--- src/design/uart_bq_pkg.sv ---
// ----------------------------------------------------------------------------
// uart_bq_pkg
// Shared constants, codes and ring-unit types for the buffered UART queues.
// ----------------------------------------------------------------------------
package uart_bq_pkg;

    // Ring geometry and drain batch
    localparam int RING_DEPTH  = 1024;
    localparam int DRAIN_BATCH = 16;
    localparam int PTR_W       = $clog2(RING_DEPTH);
    localparam int LVL_W       = $clog2(RING_DEPTH + 1);
    localparam int CNT_W       = $clog2(DRAIN_BATCH + 1);

    // Fixed field widths
    localparam int FILL_W = 11;
    localparam int KIND_W = 3;

    // Request opcodes
    localparam logic [1:0] OP_PUT  = 2'd0;
    localparam logic [1:0] OP_GET  = 2'd1;
    localparam logic [1:0] OP_INT  = 2'd2;
    localparam logic [1:0] OP_RXB  = 2'd3;

    // Result kinds
    localparam logic [KIND_W-1:0] KIND_PUT  = 3'd0;
    localparam logic [KIND_W-1:0] KIND_GET  = 3'd1;
    localparam logic [KIND_W-1:0] KIND_TXW  = 3'd2;
    localparam logic [KIND_W-1:0] KIND_DONE = 3'd3;
    localparam logic [KIND_W-1:0] KIND_RX   = 3'd4;

    // Interrupt identification codes that start a transmit drain
    localparam logic [3:0] IIR_THR_EMPTY = 4'h2;
    localparam logic [3:0] IIR_THR_ALT   = 4'h7;

    // Interrupt identification codes that only acknowledge
    localparam logic [3:0] IIR_RX_DATA    = 4'h4;
    localparam logic [3:0] IIR_RX_TIMEOUT = 4'hC;

    // Characters
    localparam logic [7:0] CH_CR = 8'h0D;
    localparam logic [7:0] CH_LF = 8'h0A;

    // Request into the shared ring pointer unit
    typedef struct packed {
        logic [PTR_W-1:0] wptr;
        logic [PTR_W-1:0] rptr;
        logic [LVL_W-1:0] level;
        logic             push;
        logic             pop;
    } ring_req_t;

    // Response from the shared ring pointer unit
    typedef struct packed {
        logic [PTR_W-1:0] wptr;
        logic [PTR_W-1:0] rptr;
        logic [LVL_W-1:0] level;
        logic             full;
        logic             empty;
    } ring_rsp_t;

endpackage

--- src/design/uart_bq_ring_unit.sv ---
// ----------------------------------------------------------------------------
// uart_bq_ring_unit
// Shared ring pointer unit: advances one pointer and steps the level.
// ----------------------------------------------------------------------------
module uart_bq_ring_unit (
    input  uart_bq_pkg::ring_req_t req,
    output uart_bq_pkg::ring_rsp_t rsp
);

    logic [uart_bq_pkg::PTR_W-1:0] wptr_inc;
    logic [uart_bq_pkg::PTR_W-1:0] rptr_inc;

    // Wrapping increments
    always_comb begin
        if (req.wptr == uart_bq_pkg::PTR_W'(uart_bq_pkg::RING_DEPTH - 1)) begin
            wptr_inc = '0;
        end else begin
            wptr_inc = req.wptr + 1'b1;
        end
        if (req.rptr == uart_bq_pkg::PTR_W'(uart_bq_pkg::RING_DEPTH - 1)) begin
            rptr_inc = '0;
        end else begin
            rptr_inc = req.rptr + 1'b1;
        end
    end

    // Status and next pointers
    always_comb begin
        rsp.full  = (req.level == uart_bq_pkg::LVL_W'(uart_bq_pkg::RING_DEPTH));
        rsp.empty = (req.level == '0);
        rsp.wptr  = req.wptr;
        rsp.rptr  = req.rptr;
        rsp.level = req.level;
        if (req.push) begin
            rsp.wptr  = wptr_inc;
            rsp.level = req.level + 1'b1;
        end else if (req.pop) begin
            rsp.rptr  = rptr_inc;
            rsp.level = req.level - 1'b1;
        end
    end

endmodule

--- config.mk ---
export PLATFORM = sky130hd
export DESIGN_NAME = uart_bq_ring_unit
export DESIGN_NICKNAME = d
export VERILOG_FILES = /design/src/design/uart_bq_pkg.sv /design/src/design/uart_bq_ring_unit.sv
export SDC_FILE = /design/constraint.sdc
export NUM_CORES = 1
export LEC_CHECK = 0
export BUFFER_PORTS_ARGS = -buffer_cell sky130_fd_sc_hd__buf_4
export CAP_MARGIN = 20
export CORE_ASPECT_RATIO = 1.5
export CORE_MARGIN = 2
export CORE_UTILIZATION = 37
export DETAILED_ROUTE_END_ITERATION = 6
export GPL_TIMING_DRIVEN = 1
export PLACE_DENSITY_LB_ADDON = 0.12
export SKIP_LAST_GASP = 1
export SYNTH_ARGS = -nofsm -noshare
export SYNTH_HDL_FRONTEND = slang
export SYNTH_SLANG_ARGS = --single-unit
--- constraint.sdc ---
create_clock -name vclk -period 1.3
set_input_delay 0.13 -clock vclk [all_inputs]
set_output_delay 0.13 -clock vclk [all_outputs]
set_load 0.005 [all_outputs]
After elaboration in Yosys (flattened, before gate mapping):

Cells that the tools add are included.

* bits in registers: 0
* input port bits: 33
* output and inout port bits: 33
* word-level logic and storage cells: 14

* add/subtract/negate cells: 4
* equality and inequality tests: 3
* multiplexer cells: 6
* reduce and logical (&&, ||, !) cells: 1

Operators by type and width (number)
* 10-bit 2-to-1 mux: 4
* 21-bit 2-to-1 mux: 1
* 10-bit by 1-bit adder with 10-bit output, second input constant: 2
* 10-bit equality test, second input constant: 2
* 11-bit by 1-bit adder with 11-bit output, second input constant: 1
* 11-bit equality test, second input constant: 1
* 11-bit logical NOT: 1
* 11-bit 2-to-1 mux: 1
* 11-bit by 1-bit subtractor with 11-bit output, second input constant: 1

Logic depth before layout (Yosys ltp):

Gate-level depths: netlist of run 1.

* depth in word-level cells: 4
* mapped depth: 6
* gate-level depth less buffers: 6

Worst setup path before layout of run 1:

Ideal clock, no wire load.

* path kind: input port to output port
* from: in req[6] in the netlist's numbering
* to: out rsp[12] in the netlist's numbering
* arrival time: 1265 ps
* required time: 1170 ps
* setup slack: -95 ps
* stages: 5
* path buffers: 1
* cell sequence: buf_6 -> or4_4 -> nor4_4 -> a32oi_1 -> xnor2_1

RTL lines
* start, declared: RTL line uart_bq_ring_unit.sv:6 `input uart_bq_pkg::ring_req_t req,`
* end, declared: RTL line uart_bq_ring_unit.sv:7 `output uart_bq_pkg::ring_rsp_t rsp`

==> metrics.txt, run 1 <==
Worst path depth 6; share of layout cells above drive strength 1 58.0%; fin worst setup slack -0.338 ns; syn avg cell area 6.37 sq um; endpoint class of the critical path output port; Required @ worst endpoint 1.17 ns; initial antenna violation count 0; fin crit share 126%; worst hold path depth 3; Max Cap Viol 0; slowest stage delay, CP ~0.56 ns; flip-flop and latch area 0 sq um; DRC viols 0; Die Y 60.8 um; status complete, but fails checks; Die ar. 2550 sq um; violated checks negative setup slack; CP cell instances buf_6 > or4_4 > nor4_4 > buf_4 > nor2b_1 > buf_4; CP dominant cell by count buf_4; seq_cells 0; # setup viols final 17; Vias 1,432; Initial Util 39.3%; Overall Global Routing Usage 22.2%; PortBufs 66; RSZ-0062 raised after global routing true; vias in the first global route 1,153; n_diodes 0; worst-margin pin slew 0.359 ns; largest cells by area after synthesis xnor2_1 18%, xor2_1 9.9%, nand2_1 9.4%; Nets 258; sequential fraction of the synthesis area 0%; Post-CTS Hold Buffers 0; peak supply drop 0.209 mV; FMAX ~600 MHz; Syn Nets 162; CP Class in2out; Mapped Area 796 sq um; Ys Warns 0; # rows 20; switching power 0.237 mW; largest net degree at the start of global routing 11; Via density 5.94; largest area contributor in the netlist xnor2_1; GPL Wtd Cong slightly below 0.9; most common cell after layout, fill and taps aside buf_4; Worst slew margin 75.9%; DPL Wire Length 2390 um; clkbuf count 0; Max Slew Vio Count 0; Routed WL per cell 17.3 um; Critical Path AT about 1.5 ns; minimum hold slack 0.521 ns; Area Growth Syn to Fin 126%; Die Wd between 40 and 50 um; fillers 102; final wirelength about 4200 um; Static Leak 0.822 nW; drt first-iter violations 18; post-synthesis cell count 125; Sw Share 44.3%; pwr dens 297 nW/um^2; total core area 2030 sq um; GRT overflow 0; top-area cell type share of the netlist area 17.6%; WP buf/inv 3; critical path fanouts, max 2; area of the multi-input gates 952 sq um; Reg power frac 0%; Startpoint Class primary input; Clk pwr share 0%; most frequent cells in the layout 83 x buf_4, 19 x nand2_1, 16 x xnor2_1, 11 x nor2_1, 11 x buf_6; clock period minus final worst setup slack between 1.5 and 2 ns; Ports 66; CP top delay family simple AND/OR/NAND/NOR gates; Synth cell types 30; first-pass GRT wire length 4690 um; final setup TNS -2.01 ns; First-pass DRT Iterations 4; Hold Vio Cnt, Final 0; Int Power 0.297 mW; remaining antenna violation count 0; combinational share of power 100.0%; Hold/Removal Path Class in2out; CP max-delay cell or4_4
==> layout make-up <==
type / count / share of cell area (%)
repair buffers: 97 / 44.9
multi-input cells: 120 / 53.0
inverters: 2 / 0.557
well taps: 22 / 1.53
==> logic make-up after synthesis <==
logic type                 after synthesis  synth area share [%]
AOI/OAI and AO/OA                       14                  10.7
xor gates and xnor gates                25                  27.5
adders and majority gates                4                  6.29
buffers and inverters                    5                  3.46
muxes                                    2                  2.52
and+or+nand+nor                         75                  49.5
==> Yosys cell counts, drive strengths merged (2+ instances only) <==
cell type	count
xor2	9
nor4	4
o21ai	5
a21oi	4
nand4	7
and3	4
inv	2
mux2i	2
nor2	16
xnor2	16
nor2b	3
buf	2
nand3	3
o31ai	2
ha	4
nor3	10
nand2	20
nand3b	2
==> stage by stage <==
stage          worst slack (ns)  area (sq um)  std cells  power, mW  util (%)
3_3_place_gp             -0.326          1470        233      0.408      72.6
4_1_cts                  -0.327          1540        233      0.439      75.8
5_1_grt                  -0.393          1800        241      0.565      88.6
3_5_place_dp             -0.377          1470        233      0.420      72.6
2_1_floorplan           -0.0853           800        125      0.140         -
6_report                 -0.338          1800        241      0.534      88.6
==> power groups by stage <==
stage / registers, mW / clock network (mW) / logic (mW)
final: 0 / 0 / 0.534
after global placement: 0 / 0 / 0.408
after detailed placement: 0 / 0 / 0.420
after CTS: 0 / 0 / 0.439
after global routing: 0 / 0 / 0.565
after floorplan: 0 / 0 / 0.140
==> worst paths after layout <==
check	start	endpoint	slack (ns)
hold / removal	req[12]	rsp[0]	0.52
setup / recovery	req[5]	rsp[0]	-0.34
==> what timing repair did <==
| action | 4_1_cts | 5_1_grt |
|---|---|---|
| buffers inserted | 0 | 7 |
| setup endpoints to repair | 18 | 24 |
| resized for setup | 17 | 41 |
| gates cloned | 0 | 1 |
| pin swaps | 10 | 18 |
==> worst min-delay path: stages <==
cell and delay [ns]:
buf_4 0.10, nor2b_1 0.04, buf_4 0.12
==> metal layers <==
metal  GRT usage (%)  vias up  share of wire, %
met5               0        -                 0
met1            24.1      691                33
met3           0.893       18               6.5
met4            1.38        0               3.9
met2            48.4       85                56
li1                -      638                 -
No activity file was read; power rests on OpenSTA's default activity.
==> run 2: changes to the inputs <==
PLACE_DENSITY = 0.8   (was not set)
PLACE_DENSITY_LB_ADDON = not set   (was 0.12)
==> run 2 against run 1 <==
Net effect:
- the run still ends with negative setup slack left
- non-clock buffer count rose by 2
- count of clock-buffer cells in the layout did not move
- final area fell by 0.49%
- global-route usage rose by 0.80 points
- core utilization fell by 0.43 points
- sequential share of layout area did not move
- final cell count rose by 0.83%
- worst hold slack got worse by 0.0010 ns
- setup slack improved by 0.013 ns
==> metrics.txt, run 2 (synthesized netlist as in run 1, its figures left out) <==
status complete, but fails checks; violated checks negative setup slack; clock period minus final worst setup slack 1.63 ns; clkbuf count 0; Max Slew Vio Count 0; most frequent cells in the layout 85 x buf_4, 19 x nand2_1, 16 x xnor2_1, 11 x nor2_1, 10 x buf_6; seq_cells 0; Post-CTS Hold Buffers 0; Max Cap Viol 0; Worst slew margin approximately 81%; PortBufs 66; Die Wd roughly 42 um; RSZ-0062 raised after global routing true; # rows 20; Nets 260; DPL Wire Length 2370 um; CP cell instances buf_6 > or4_4 > nor4_4 > a32oi_1 > xnor2_1 > buf_4; pwr dens 287 nW/um^2; remaining antenna violation count 0; slowest stage delay, CP 0.55 ns; Die Y ~60 um; fin worst setup slack -0.325 ns; initial antenna violation count 0; Required @ worst endpoint 1.17 ns; minimum hold slack 0.520 ns; drt first-iter violations 33; Ports 66; CP Class in2out; First-pass DRT Iterations 4; # setup viols final 10; largest net degree at the start of global routing 12; Routed WL per cell 15.3 um; first-pass GRT wire length 4820 um; Final Util 88.2%; fin crit share 125%; most common cell after layout, fill and taps aside buf_4; critical path fanouts, max 2; CP max-delay cell or4_4; Critical Path AT 1.50 ns; Initial Util 39.3%; Vias between 1,000 and 1,500; endpoint class of the critical path output port; final wirelength about 3700 um; total core area 2030 sq um; FMAX roughly 600 MHz; flip-flop and latch area 0 sq um; Overall Global Routing Usage 23.0%; Via density between 5 and 6; n_diodes 0; Place WS -0.375 ns; final setup TNS -1.85 ns; share of layout cells above drive strength 1 around three fifths; Area Growth Syn to Fin 125%; Die ar. 2550 sq um; Hold Vio Cnt, Final 0; total power a little over 0.5 mW; Startpoint Class primary input; worst-margin pin slew 0.284 ns; Hold/Removal Path Class in2out; peak supply drop 0.207 mV; DRC viols 0; GPL Wtd Cong 0.812; vias in the first global route 1,171; Static Leak 0.806 nW; GRT overflow 0
-- run 2: cell count changes in the layout (fill, tap and decap cells not counted), moves of 2 or more --
cell and change:
buf_8 +3, buf_4 +2, nor3_4 -2, o21ai_1 -2
-- run 2: path summary, 6_finish.rpt --
kind / from / to / slack, ns / cells after the start
worst max-delay path: req[6] / rsp[12] / -0.33 / 6
worst min-delay path: req[12] / rsp[0] / 0.52 / 3
-- run 2: critical path: cells and delay by family --
family | cells | cell delay (ns)
compound gates | 1 | 0.10
xor+xnor | 1 | 0.18
simple gates | 2 | 0.86
buf+inv | 2 | 0.22
-- run 2: repair_timing --
item | in CTS | in global routing
setup endpoints to repair | 15 | 22
pin swaps | 11 | 23
gates resized for setup | 24 | 37
buffers inserted | 5 | 8
-- run 2: metrics by stage --
step                      instances  cell area [sq um]
after CTS                       238               1600
after detailed placement        233               1470
after global placement          233               1470
after global routing            243               1790
after floorplan                 125                800
final                           243               1790
-- run 2: layout make-up --
type / instances / area [sq um]
repair buffers: 99 / 811
multi-input cells: 120 / 937
inverters: 2 / 12.5
fillers: 102 / 239
well taps: 22 / 27.5
-- run 2: report_power, final --
group          switching, mW  internal [mW]  leakage [nW]
clock                      0              0             0
combinational          0.222          0.290         0.806
sequential                 0              0             0
-- run 2: metal layers --
| layer | global-route usage (%) | part of all wire (%) | vias up |
|---|---|---|---|
| met5 | 0 | 0 | - |
| met4 | 2.76 | 1.6 | 0 |
| met3 | 2.38 | 6.5 | 4 |
| met2 | 51.8 | 59 | 67 |
| met1 | 22.3 | 33 | 608 |
| li1 | - | - | 638 |
